[config.mk]
export PLATFORM = sky130hd
export DESIGN_NAME = fsge_disc_unit
export DESIGN_NICKNAME = d
export VERILOG_FILES = /design/src/rtl/fsge_pkg.sv /design/src/rtl/fsge_disc_unit.sv
export SDC_FILE = /design/constraint.sdc
export NUM_CORES = 1
export LEC_CHECK = 0
export ABC_CLOCK_PERIOD_IN_PS = 11000
export BUFFER_PORTS_ARGS = -buffer_cell sky130_fd_sc_hd__buf_2
export CAP_MARGIN = 20
export CORE_ASPECT_RATIO = 1.1
export CORE_MARGIN = 4
export CORE_UTILIZATION = 61
export DETAILED_ROUTE_END_ITERATION = 12
export GPL_TIMING_DRIVEN = 0
export PLACE_DENSITY = 0.89
export SYNTH_ARGS = -nofsm -noshare
export SYNTH_HDL_FRONTEND = slang
export SYNTH_SLANG_ARGS = --single-unit
export TNS_END_PERCENT = 20
[constraint.sdc]
create_clock -name vclk -period 11
set_clock_uncertainty 0.15 [all_clocks]
set_input_delay 1.1 -clock vclk [all_inputs]
set_output_delay 1.1 -clock vclk [all_outputs]
set_load 0.01 [all_outputs]
[src/rtl/fsge_pkg.sv]
`timescale 1ns / 1ps
// ----------------------------------------------------------------------------
// fsge_pkg
// shared types, request codes and sizes for the falling sand grid engine
// ----------------------------------------------------------------------------
package fsge_pkg;

    // default grid store size
    localparam int MAX_WIDTH_DEF  = 512;
    localparam int MAX_HEIGHT_DEF = 512;

    // fixed field widths
    localparam int REQ_W     = 3;
    localparam int COORD_W   = 9;
    localparam int DIM_W     = 10;
    localparam int RAD_W     = 5;
    localparam int CFG_IDX_W = 8;
    localparam int OFS_W     = RAD_W + 1;   // signed disc offset
    localparam int SQ_W      = 2 * RAD_W;   // square of an offset

    // request codes
    localparam logic [REQ_W-1:0] REQ_WRITE  = 3'd0;
    localparam logic [REQ_W-1:0] REQ_READ   = 3'd1;
    localparam logic [REQ_W-1:0] REQ_UPDATE = 3'd2;
    localparam logic [REQ_W-1:0] REQ_CLEAR  = 3'd3;
    localparam logic [REQ_W-1:0] REQ_STAMP  = 3'd4;

    // configuration register indexes
    localparam logic [CFG_IDX_W-1:0] CFG_GRID_WIDTH   = 8'd0;
    localparam logic [CFG_IDX_W-1:0] CFG_GRID_HEIGHT  = 8'd1;
    localparam logic [CFG_IDX_W-1:0] CFG_STAMP_RADIUS = 8'd2;

    // configuration reset values
    localparam logic [DIM_W-1:0] RST_GRID_WIDTH   = 10'd400;
    localparam logic [DIM_W-1:0] RST_GRID_HEIGHT  = 10'd300;
    localparam logic [RAD_W-1:0] RST_STAMP_RADIUS = 5'd5;

    typedef struct packed {
        logic [REQ_W-1:0]   req_type;
        logic [COORD_W-1:0] cell_x;
        logic [COORD_W-1:0] cell_y;
        logic               cell_value;
    } fsge_req_t;

    typedef struct packed {
        logic read_value;
        logic status;
    } fsge_rsp_t;

    // grain move decision of one cell
    typedef struct packed {
        logic mv_down;
        logic mv_left;
        logic mv_right;
    } fsge_move_t;

    typedef enum logic [3:0] {
        S_IDLE,
        S_CLEAR,
        S_CELL_RD,
        S_CELL_MOD,
        S_UPD_RDB,
        S_UPD_RDC,
        S_UPD_LDC,
        S_UPD_SCAN,
        S_UPD_WB,
        S_UPD_WLAST,
        S_ST_RSQ,
        S_ST_ROW,
        S_ST_ROWLD,
        S_ST_COL,
        S_ST_ROWWR,
        S_DONE
    } fsge_state_t;

endpackage

[src/rtl/fsge_disc_unit.sv]
`timescale 1ns / 1ps
// ----------------------------------------------------------------------------
// fsge_disc_unit
// shared squarer with add and compare for the disc coverage test
// ----------------------------------------------------------------------------
module fsge_disc_unit
    import fsge_pkg::*;
(
    input  logic signed [OFS_W-1:0] opnd,
    input  logic        [SQ_W-1:0]  addend,
    input  logic        [SQ_W-1:0]  limit,
    output logic        [SQ_W-1:0]  sq,
    output logic                    covered
);

    logic signed [2*OFS_W-1:0] prod;
    logic        [SQ_W:0]      sum;

    assign prod    = opnd * opnd;
    assign sq      = prod[SQ_W-1:0];
    assign sum     = {1'b0, sq} + {1'b0, addend};
    assign covered = (sum <= {1'b0, limit});

endmodule

; Word level (Yosys, flattened, before mapping)
; Index checks and enable logic that the tools add are counted.
[word_totals]
register_bits = 0
elab_cells = 3
[classes]
addsub = 1
mul = 1
magnitude_cmp = 1
[ops]
columns = cell, n
row1 = adder 10 x 10 -> 11 bit, 1
row2 = <= comparator 11 x 10 -> 1 bit, 1
row3 = multiplier 6 x 6 -> 10 bit, 1

; Longest topological paths before layout
; Gate-level depths: netlist of the first run.
[logic_depth]
word_depth = 3
depth_mapped = 23

; Least setup slack after synthesis of the first run
; OpenSTA, ideal clock, no wires.
[synth_timing]
path_kind = input to output
start = input opnd[5]
end = output covered
stages = 21
arrival_ns = 5.855
n_path_buf = 0
setup_slack_ns = 3.895
cell_sequence = inv_1 nor2_1 fa_1 inv_1 fa_1 inv_1 fa_1 inv_1 fa_1 inv_1 ha_1 ha_1 nand4_1 and3b_1 xnor2_1 ha_1 and3_1 a221o_1 a31oi_1 o21a_1 o211a_1
[synth_via]
elab_chain_len = 3
[synth_rtl]
columns = element, line
row1 = "start, declared", fsge_disc_unit.sv:9  ; input logic signed [OFS_W-1:0] opnd,
row2 = multiplier 6 x 6 -> 10 bit, fsge_disc_unit.sv:19  ; assign prod = opnd * opnd;
row3 = named net sq[5], fsge_disc_unit.sv:12  ; output logic [SQ_W-1:0] sq,
row4 = adder 10 x 10 -> 11 bit, fsge_disc_unit.sv:21  ; assign sum = {1'b0, sq} + {1'b0, addend};
row5 = <= comparator 11 x 10 -> 1 bit, fsge_disc_unit.sv:22  ; assign covered = (sum <= {1'b0, limit});
row6 = "end, declared", fsge_disc_unit.sv:13  ; output logic covered
; The timed path passes the listed nets, and every way through them passes these cells.

; Final worst setup path of the first run
[layout_timing]
start = input opnd[5]
end = output covered
[layout_via]
elab_chain_len = 3
[layout_rtl]
columns = element, line
row1 = multiplier 6 x 6 -> 10 bit, fsge_disc_unit.sv:19
row2 = adder 10 x 10 -> 11 bit, fsge_disc_unit.sv:21
row3 = <= comparator 11 x 10 -> 1 bit, fsge_disc_unit.sv:22
; No other way between the ends.

==> results of run 1 <==
per-layer routing:
| metal | wire [µm] | up-vias | GRT usage |
|---|---|---|---|
| li1 | - | 642 | - |
| met1 | 1280 | 583 | 0.260 |
| met2 | 1370 | 29 | 0.350 |
| met3 | 122 | 0 | 0.00253 |
| met4 | 0 | 0 | 0.0178 |
| met5 | 0 | - | 0 |
layout make-up:
cell class | count | area [µm²]
multi-input combinational | 135 | 1270
fill | 190 | 604
timing repair buffer | 36 | 180
inverter | 39 | 146
tap | 30 | 37.5
buffer | 2 | 15.0
path summary, 6_finish.rpt:
check | endpoint | slack, ns | depth (start not counted)
setup / recovery | covered | 3.34 | 23
hold / removal | sq[2] | 2.43 | 3
through the flow:
| stage | worst slack, ns | util | hold slack, ns | instance area [µm²] |
|---|---|---|---|---|
| after global placement | 3.48 | 0.732 | 2.43 | 1650 |
| final | 3.34 | 0.732 | 2.43 | 1650 |
| after global routing | 3.09 | 0.732 | 2.46 | 1650 |
| after detailed placement | 3.33 | 0.732 | 2.43 | 1650 |
| after CTS | 3.33 | 0.732 | 2.44 | 1650 |
| after floorplan | 3.89 | - | 2.11 | 1430 |
worst max-delay path: cells and delay by family:
family | cells | cell delay [ns]
XOR/XNOR | 1 | 0.12
AND/OR/NAND/NOR | 4 | 0.68
AO/OA/AOI/OAI | 4 | 0.79
adder cells (fa/ha/maj) | 7 | 3.10
buffers and inverters | 7 | 0.61
power by group:
| part | switching, mW | internal (mW) | total [mW] | leakage [nW] |
|---|---|---|---|---|
| logic | 0.236 | 0.218 | 0.454 | 0.991 |
| clock network | 0 | 0 | 0 | 0 |
| registers | 0 | 0 | 0 | 0 |
synth_stat cells (all sizes together), types with 2 or more instances:
| cell | number |
|---|---|
| o21ai | 3 |
| and2 | 6 |
| nand2 | 9 |
| a31oi | 4 |
| a21oi | 9 |
| buf | 2 |
| nand4 | 3 |
| inv | 39 |
| o21a | 2 |
| ha | 33 |
| nand2b | 2 |
| fa | 16 |
| and3b | 2 |
| nor2b | 2 |
| nor2 | 10 |
| nor3 | 3 |
| a21o | 6 |
| nand3 | 2 |
| xor2 | 5 |
| xnor2 | 13 |
cells by family after synthesis:
logic type / count (synthesis) / share of synthesized area
AO/OA/AOI/OAI: 27 / 0.121
other: 1 / 0.00262
buffers and inverters: 41 / 0.113
adder cells (fa/ha/maj): 49 / 0.513
AND/OR/NAND/NOR: 40 / 0.141
XOR/XNOR: 18 / 0.110
==> results by group, run 1 <==
Layout
  – Fraction of layout instances using a drive strength above 1: 0.179
  – Most common cell after layout, fill and taps aside: sky130_fd_sc_hd__inv_1
  – Count of clock buffers in the final design: 0
  – Fin cells: 242
  – Final antenna diode count: 0
  – Post-synthesis to final-layout area growth: 15.2%
  – Register Area: 0 µm²
  – Number of nets in the layout: 289
  – Count of sequential standard cells: 0
  – Most used cells in the layout excluding fill and tap cells: 39 x sky130_fd_sc_hd__inv_1, 36 x sky130_fd_sc_hd__buf_2, 33 x sky130_fd_sc_hd__ha_1

Setup path
  – Startpoint type of the worst setup path: primary input
  – Arrival time at the worst endpoint: roughly 6.4 ns
  – Worst path required time: between 9 and 10 ns
  – Crit path max-delay cell type: sky130_fd_sc_hd__fa_1
  – Element type at the critical path end: primary output
  – CP Cell Sequence: buf_2 -> inv_1 -> nor2_1 -> fa_1 -> inv_1 -> fa_1 -> inv_1 -> fa_1 -> inv_1 -> fa_1 -> inv_1 -> ha_1 -> ha_1 -> nand4_1 -> and3b_1 -> xnor2_1 -> ha_1 -> and3_1 -> a221o_1 -> a31oi_1 -> o21a_1 -> o211a_1 -> buf_2
  – Setup crit start: opnd[5]
  – Delay of the slowest cell on the worst path: ~0.55 ns
  – CP max FO: 8
  – Cell type with the highest occurrence count on the critical path: sky130_fd_sc_hd__inv_1
  – Worst Setup Path Type: primary input to primary output

Global route
  – Gr usage total: 0.193
  – Antenna violations before repair: 0
  – Overall overflow remaining after global route: 0
  – Pin count of the biggest net entering global routing: 10
  – Vias in the first global route: ~1300
  – Global-route wire length before repair: 4840 µm

Min path
  – Worst min-delay path startpoint: opnd[0]
  – Worst Hold Class: primary input to primary output

Floorplanning
  – Die span in x: between 50 and 60 µm
  – Initial cell density of the core: 0.635
  – Number of top-level pins: 37
  – Full die area: 3180 µm²
  – Standard cell core area: around 2300 µm²
  – Number of placement rows: 18
  – Die Span Y: between 50 and 60 µm

Timing
  – Post-route setup TNS: 0 ns
  – Min Clock Period, post-route: about 7.7 ns
  – RSZ-0062 raised after global routing: no
  – Final hold violation count: 0
  – # setup viols final: 0
  – Max-slew violation count: 0
  – Tcrit/Tclk final: 0.696
  – Fmax achieved: between 100 and 150 MHz

Yosys
  – Total of warnings raised by yosys: 0
  – Share of Yosys cell area claimed by the top area cell type: 0.289
  – Proportion of synthesized chip area in sequential cells: 0
  – Cell variety after synth: 25
  – Number of instances in the synthesized netlist: 176
  – Post-Synthesis Mean Instance Area: 8.13 µm²
  – Mapped Nets: about 250
  – Cell types occupying the most area after synthesis: sky130_fd_sc_hd__ha_1 29%, sky130_fd_sc_hd__fa_1 22%, sky130_fd_sc_hd__inv_1 10%, sky130_fd_sc_hd__xnor2_1 8.0%, sky130_fd_sc_hd__a21oi_1 3.1%
  – Cell type with the highest aggregate area in the netlist: sky130_fd_sc_hd__ha_1
  – Netlist area before placement: ~1400 µm²

Run
  – Number of maximum-capacitance violations: 0

Power
  – Peak VDD IR: 203 µV
  – P per Cell Area: 276 nW/µm²
  – Post-route total power: 0.454 mW
  – Static leakage: 0.991 nW

Routing
  – 1st-pass router iterations: 4
  – Final ANT Viol Nets: 0
  – Final routed wirelength across all metal layers: between 2000 and 3000 µm
  – DRC violations left: 0
  – Routed via count divided by cell count: approximately 5.2
  – Via Count: approximately 1300
  – Violation count after the first detailed-route iteration: 15
  – Routed wirelength normalized by instance count: ~11 µm

Clock network
  – Hold_buf cts: 0
  – Post-cts resize count: 0
  – Post-CTS setup buffer count: 0

Place
  – Number of input and output port buffers inserted: 36
  – Final weighted congestion in routability-driven placement: 0.823
  – Detailed Place HPWL: around 2600 µm
  – Instance count after placement with tap cells included: about 240

Outcome
  – Run status: complete, no violations
(Power assumes the default switching activity.)
==> run 2: changes to the inputs <==
Settings changed: ABC_CLOCK_PERIOD_IN_PS 11000 to 6500, CORE_UTILIZATION 61 to 52, PLACE_DENSITY 0.89 to 0.81.
Clock period 11 ns to 6.5 ns, I/O delays scaled along.
==> run 2 against run 1 <==
Net effect: first-iteration DRC count is 110% higher; worst hold slack worse by 0.97 ns; cell count up 5.0%; via count grew 5.0%; count of clock-buffer cells in the layout is the same; wire length is 9.4% higher; combinational power is 110% higher; total power up 110%; non-clock buffer count is 11 higher; cell area rose by 12%; setup slack got worse by 3.2 ns.
==> results by group, run 2 (same netlist as run 1, synthesis figures left out) <==
Power
  – P per Cell Area: 526 nW/µm² (+91%)
  – Relative contribution of combinational cells to total power: 1.000 (about the same)
  – Total internal power: 0.494 mW (+130%)
  – Static leakage: 1.05 nW (+6.4%)
  – Clock network fraction of design power: 0 (unchanged)
  – Sequential cell fraction of total power: 0 (unchanged)
  – Peak VDD IR: 534 µV (+160%)
  – Switching power share of the total: 0.490 (-0.0298)
  – Net switching power figure: 0.475 mW (+100%)

Setup path
  – Delay of the slowest cell on the worst path: 0.55 ns (about the same)
  – Startpoint type of the worst setup path: primary input
  – CP max FO: 6 (-2)
  – Count of buffering cells on the critical path with inverters included: 6 (-1)
  – Crit path max-delay family: adder cells
  – CP Cell Sequence: buf_12 -> and2_4 -> fa_1 -> inv_2 -> fa_1 -> inv_2 -> fa_1 -> inv_2 -> fa_1 -> inv_2 -> ha_4 -> a21o_1 -> a21oi_2 -> xnor2_1 -> ha_1 -> o21a_1 -> nor2_1 -> a21oi_1 -> xor2_1 -> ha_1 -> nand3_2 -> o21a_1 -> o211a_1 -> buf_2
  – Crit path max-delay cell type: sky130_fd_sc_hd__fa_1
  – Worst Setup Path Type: primary input to primary output
  – Arrival time at the worst endpoint: 5.60 ns (-0.81 ns)
  – Critical Path Stages: 24 (+4.3%)
  – Worst path required time: 5.70 ns (-4.05 ns)
  – Element type at the critical path end: primary output

Clock network
  – Hold_buf cts: 0 (unchanged)

Place
  – Detailed Place HPWL: 2470 µm (-4.2%)
  – Number of input and output port buffers inserted: 36 (unchanged)
  – Post-placement cell area: 1650 µm² (about the same)
  – Final weighted congestion in routability-driven placement: 0.826 (+0.34%)

Layout
  – Post-route design area: 1840 µm² (+12%)
  – Number of nets in the layout: 300 (+3.8%)
  – Final antenna diode count: 0 (unchanged)
  – Count of clock buffers in the final design: 0 (unchanged)
  – Post-synthesis to final-layout area growth: 28.8%
  – Count of sequential standard cells: 0 (unchanged)
  – Most used cells in the layout excluding fill and tap cells: 34 x sky130_fd_sc_hd__buf_2, 31 x sky130_fd_sc_hd__inv_1, 30 x sky130_fd_sc_hd__ha_1
  – Fraction of layout instances using a drive strength above 1: 0.318 (+0.139)
  – Most common cell after layout, fill and taps aside: sky130_fd_sc_hd__buf_2
  – Register Area: 0 µm² (unchanged)

Timing
  – Hold Worst Slack: 1.45 ns (-0.972 ns)
  – Tcrit/Tclk final: 0.985
  – Final hold violation count: 0 (unchanged)
  – Fmax achieved: 156 MHz
  – # setup viols final: 0 (unchanged)
  – RSZ-0062 raised after global routing: yes
  – Max-slew violation count: 0 (unchanged)
  – Min Clock Period, post-route: ~6.4 ns

Outcome
  – Run status: complete, no violations

Floorplanning
  – Initial cell density of the core: 0.557 (-0.0780)
  – Full die area: 3650 µm² (+15%)
  – Standard cell core area: 2570 µm² (+14%)
  – Number of placement rows: 19 (+1)
  – Die span in x: 58 µm (+7.1%)
  – Die Span Y: 63 µm (+7.2%)
  – Number of top-level pins: 37 (unchanged)

Routing
  – Violation count after the first detailed-route iteration: 31 (+16)
  – 1st-pass router iterations: 4 (unchanged)
  – DRC violations left: 0 (unchanged)
  – Routed wirelength normalized by instance count: 12.0 µm (+4.3%)
  – Via Count: 1317 (+5.0%)
  – Routed via count divided by cell count: 5.19 (about the same)
  – Final ANT Viol Nets: 0 (unchanged)
  – Final routed wirelength across all metal layers: 3040 µm (+9.4%)

Global route
  – Pin count of the biggest net entering global routing: 10 (unchanged)
  – Busiest metal layer after global routing: met2
  – GR met1 Demand/Resource: 0.220 (-0.0400)
  – Gr usage total: 0.161 (-0.0316)
  – Global-route wire length before repair: 5000 µm (+3.3%)
  – Overall overflow remaining after global route: 0 (unchanged)
  – Global Route met3 Usage: 0.00207 (-0.000466)
  – Antenna violations before repair: 0 (unchanged)
  – Vias in the first global route: 1288 (+2.6%)
  – Routing usage on met2: 0.294 (-0.0566)

Min path
  – Hold-critical path depth: 3 (unchanged)
  – Worst Hold Class: primary input to primary output

Run
  – Number of maximum-capacitance violations: 0 (unchanged)
run 2: cell types whose count changed in the layout (fill, tap and decap cells not counted), sizes merged:
cell | before | now
buf | 38 | 49
run 2: cell type report:
class              instances  area, µm²
fillers                  207        726
inverters                 39        149
well taps                 31       38.8
repair buffers            47        284
plain buffers              2       15.0
multi-input cells        135       1360
run 2: layer usage:
layer	up-vias	wire length, µm
li1	668	-
met1	610	1350
met2	35	1530
met3	4	128
met4	0	31
met5	-	0
run 2: power by group through the flow:
stage | Combinational, mW | Clock [mW] | Sequential (mW)
6_report | 0.969 | 0 | 0
3_5_place_dp | 0.763 | 0 | 0
4_1_cts | 0.784 | 0 | 0
5_1_grt | 1.08 | 0 | 0
2_1_floorplan | 0.593 | 0 | 0
3_3_place_gp | 0.750 | 0 | 0
run 2: metrics by stage:
stage	worst slack (ns)	util	power [mW]	setup TNS, ns	instances
6_report	0.101	0.717	0.969	0	254
3_5_place_dp	-0.133	0.642	0.763	-0.133	243
3_3_place_gp	-0.109	0.642	0.750	-0.109	243
5_1_grt	-0.103	0.717	1.08	-0.103	254
4_1_cts	0.0229	0.652	0.784	0	243
2_1_floorplan	0.295	-	0.593	0	176
run 2: what timing repair did:
action,CTS,global route
setup buffers,0,11
resized for setup,3,30
endpoints found under the setup margin,1,1
pin swaps,0,23
run 2: final timing paths:
kind / startpoint / endpoint
setup / recovery: opnd[5] / covered
hold / removal: opnd[0] / sq[2]
==> run 3: changes to the inputs <==
Settings changed: BUFFER_PORTS_ARGS -buffer_cell sky130_fd_sc_hd__buf_2 to not set, CORE_UTILIZATION 52 to 62, DONT_BUFFER_PORTS set to 1, PLACE_DENSITY 0.81 to 0.8, RECOVER_POWER set to 50.
==> run 3 against run 2 <==
Net effect: critical path depth fell by 3; first-iteration DRC count down 16%; via count fell by 14%; sequential share of layout area unchanged; fmax up 1.9%; sequential cell count stayed put; largest power group unchanged.
==> results by group, run 3 (same netlist as run 1, synthesis figures left out) <==
Outcome
  – Run status: complete, no violations

Routing
  – 1st-pass router iterations: 4 (unchanged)
  – Routed wirelength normalized by instance count: 13.6 µm (+13%)
  – Final routed wirelength across all metal layers: 2800 µm (-8.0%)
  – Final ANT Viol Nets: 0 (unchanged)
  – DRC violations left: 0 (unchanged)
  – Violation count after the first detailed-route iteration: 26 (-16%)
  – Via Count: 1135 (-14%)
  – Routed via count divided by cell count: 5.51 (+6.3%)

Setup path
  – Element type at the critical path end: primary output
  – Crit path max-delay cell type: sky130_fd_sc_hd__fa_1
  – Setup crit start: opnd[5]
  – Delay of the slowest cell on the worst path: 0.56 ns (about the same)
  – Count of buffering cells on the critical path with inverters included: 5 (-1)
  – Crit path max-delay family: adder cells
  – Worst path required time: 5.70 ns (about the same)
  – Worst Setup Path Type: primary input to primary output
  – CP max FO: 8 (+2)
  – Arrival time at the worst endpoint: 5.48 ns (-0.12 ns)
  – CP Cell Sequence: clkinvlp_4 -> nor2_2 -> fa_1 -> inv_1 -> fa_1 -> inv_1 -> fa_1 -> inv_1 -> fa_1 -> inv_2 -> ha_4 -> ha_4 -> nand4_1 -> and3b_1 -> xnor2_1 -> ha_1 -> and3_4 -> a221o_1 -> a31oi_1 -> o21a_1 -> o211a_1
  – Startpoint type of the worst setup path: primary input
  – Cell type with the highest occurrence count on the critical path: sky130_fd_sc_hd__fa_1

Layout
  – Count of clock buffers in the final design: 0 (unchanged)
  – Count of sequential standard cells: 0 (unchanged)
  – Fraction of layout instances using a drive strength above 1: 0.107 (-0.212)
  – Most used cells in the layout excluding fill and tap cells: 36 x sky130_fd_sc_hd__inv_1, 31 x sky130_fd_sc_hd__ha_1, 16 x sky130_fd_sc_hd__fa_1
  – Final antenna diode count: 0 (unchanged)
  – Most common cell after layout, fill and taps aside: sky130_fd_sc_hd__inv_1
  – Post-synthesis to final-layout area growth: 9.19%
  – Number of nets in the layout: 255 (-15%)
  – Register Area: 0 µm² (unchanged)
  – Fill cell instance count of the final layout: 163 (-21%)

Place
  – Detailed Place HPWL: 2480 µm (+0.35%)
  – Number of input and output port buffers inserted: 0 (-100%)
  – Final weighted congestion in routability-driven placement: 0.784 (-5.0%)

Global route
  – Pin count of the biggest net entering global routing: 10 (unchanged)
  – Overall overflow remaining after global route: 0 (unchanged)
  – Vias in the first global route: 1147 (-11%)
  – Global-route wire length before repair: 4690 µm (-6.2%)
  – Gr usage total: 0.190 (+0.0294)
  – Antenna violations before repair: 0 (unchanged)

Floorplanning
  – Full die area: 3140 µm² (-14%)
  – Die span in x: 53.8 µm (-7.3%)
  – Number of top-level pins: 37 (unchanged)
  – Die Span Y: 58.4 µm (-7.3%)
  – Standard cell core area: 2110 µm² (-18%)
  – Initial cell density of the core: 0.679 (+0.122)
  – Number of placement rows: 17 (-2)

Power
  – Peak VDD IR: 437 µV (-18%)
  – Static leakage: 0.863 nW (-18%)
  – Post-route total power: 0.802 mW (-17%)
  – P per Cell Area: 514 nW/µm² (-2.3%)

Timing
  – Min Clock Period, post-route: 6.28 ns (-0.120 ns)
  – Fmax achieved: 159 MHz (+1.9%)
  – # setup viols final: 0 (unchanged)
  – Post-route setup TNS: 0 ns (unchanged)
  – Tcrit/Tclk final: 0.966 (-0.0185)
  – Max-slew violation count: 0 (unchanged)
  – Final hold violation count: 0 (unchanged)

Min path
  – Worst Hold Class: primary input to primary output
  – Worst min-delay path startpoint: opnd[0]

Run
  – Number of maximum-capacitance violations: 0 (unchanged)
## run 3: final timing paths
check | cells past startpoint | slack (ns) | to
worst max-delay path | 21 | 0.22 | covered
worst min-delay path | 1 | 1.21 | sq[2]
## run 3: metrics by stage
stage                     setup slack, ns  instance area [µm²]  hold slack (ns)   util  cells
after floorplan                     0.295                 1430             1.21      -    176
after global placement             0.0393                 1470             1.21  0.696    204
after detailed placement          0.00520                 1470             1.21  0.696    204
after CTS                         0.00892                 1470             1.21  0.696    204
after global routing              -0.0350                 1560             1.22  0.742    206
final                               0.221                 1560             1.21  0.742    206
## run 3: timing repair
action	in CTS	in global routing
hold buffers	0	0
endpoints found under the setup margin	0	1
buffers inserted	0	2
endpoints found under the hold margin	0	0
gates resized for setup	0	17
## run 3: area by class of cell
cell class,instances,area [µm²],area share
multi-input cells,135,1350,0.862
repair buffers,2,15.0,0.00962
plain buffers,2,11.3,0.00721
well taps,28,35.0,0.0224
inverters,39,154,0.0986
## run 3: layer usage
layer  global-route usage  share of wire  wire length (µm)
met1                0.265           0.43              1210
met2                0.330           0.49              1370
met3               0.0253          0.078               219
met4                    0              0                 0
met5                    0              0                 0
## run 3: power breakdown
group / total, mW / switching (mW) / leakage, nW / internal (mW)
Clock: 0 / 0 / 0 / 0
Combinational: 0.802 / 0.415 / 0.863 / 0.387
Sequential: 0 / 0 / 0 / 0
Total: 0.802 / 0.415 / 0.863 / 0.387
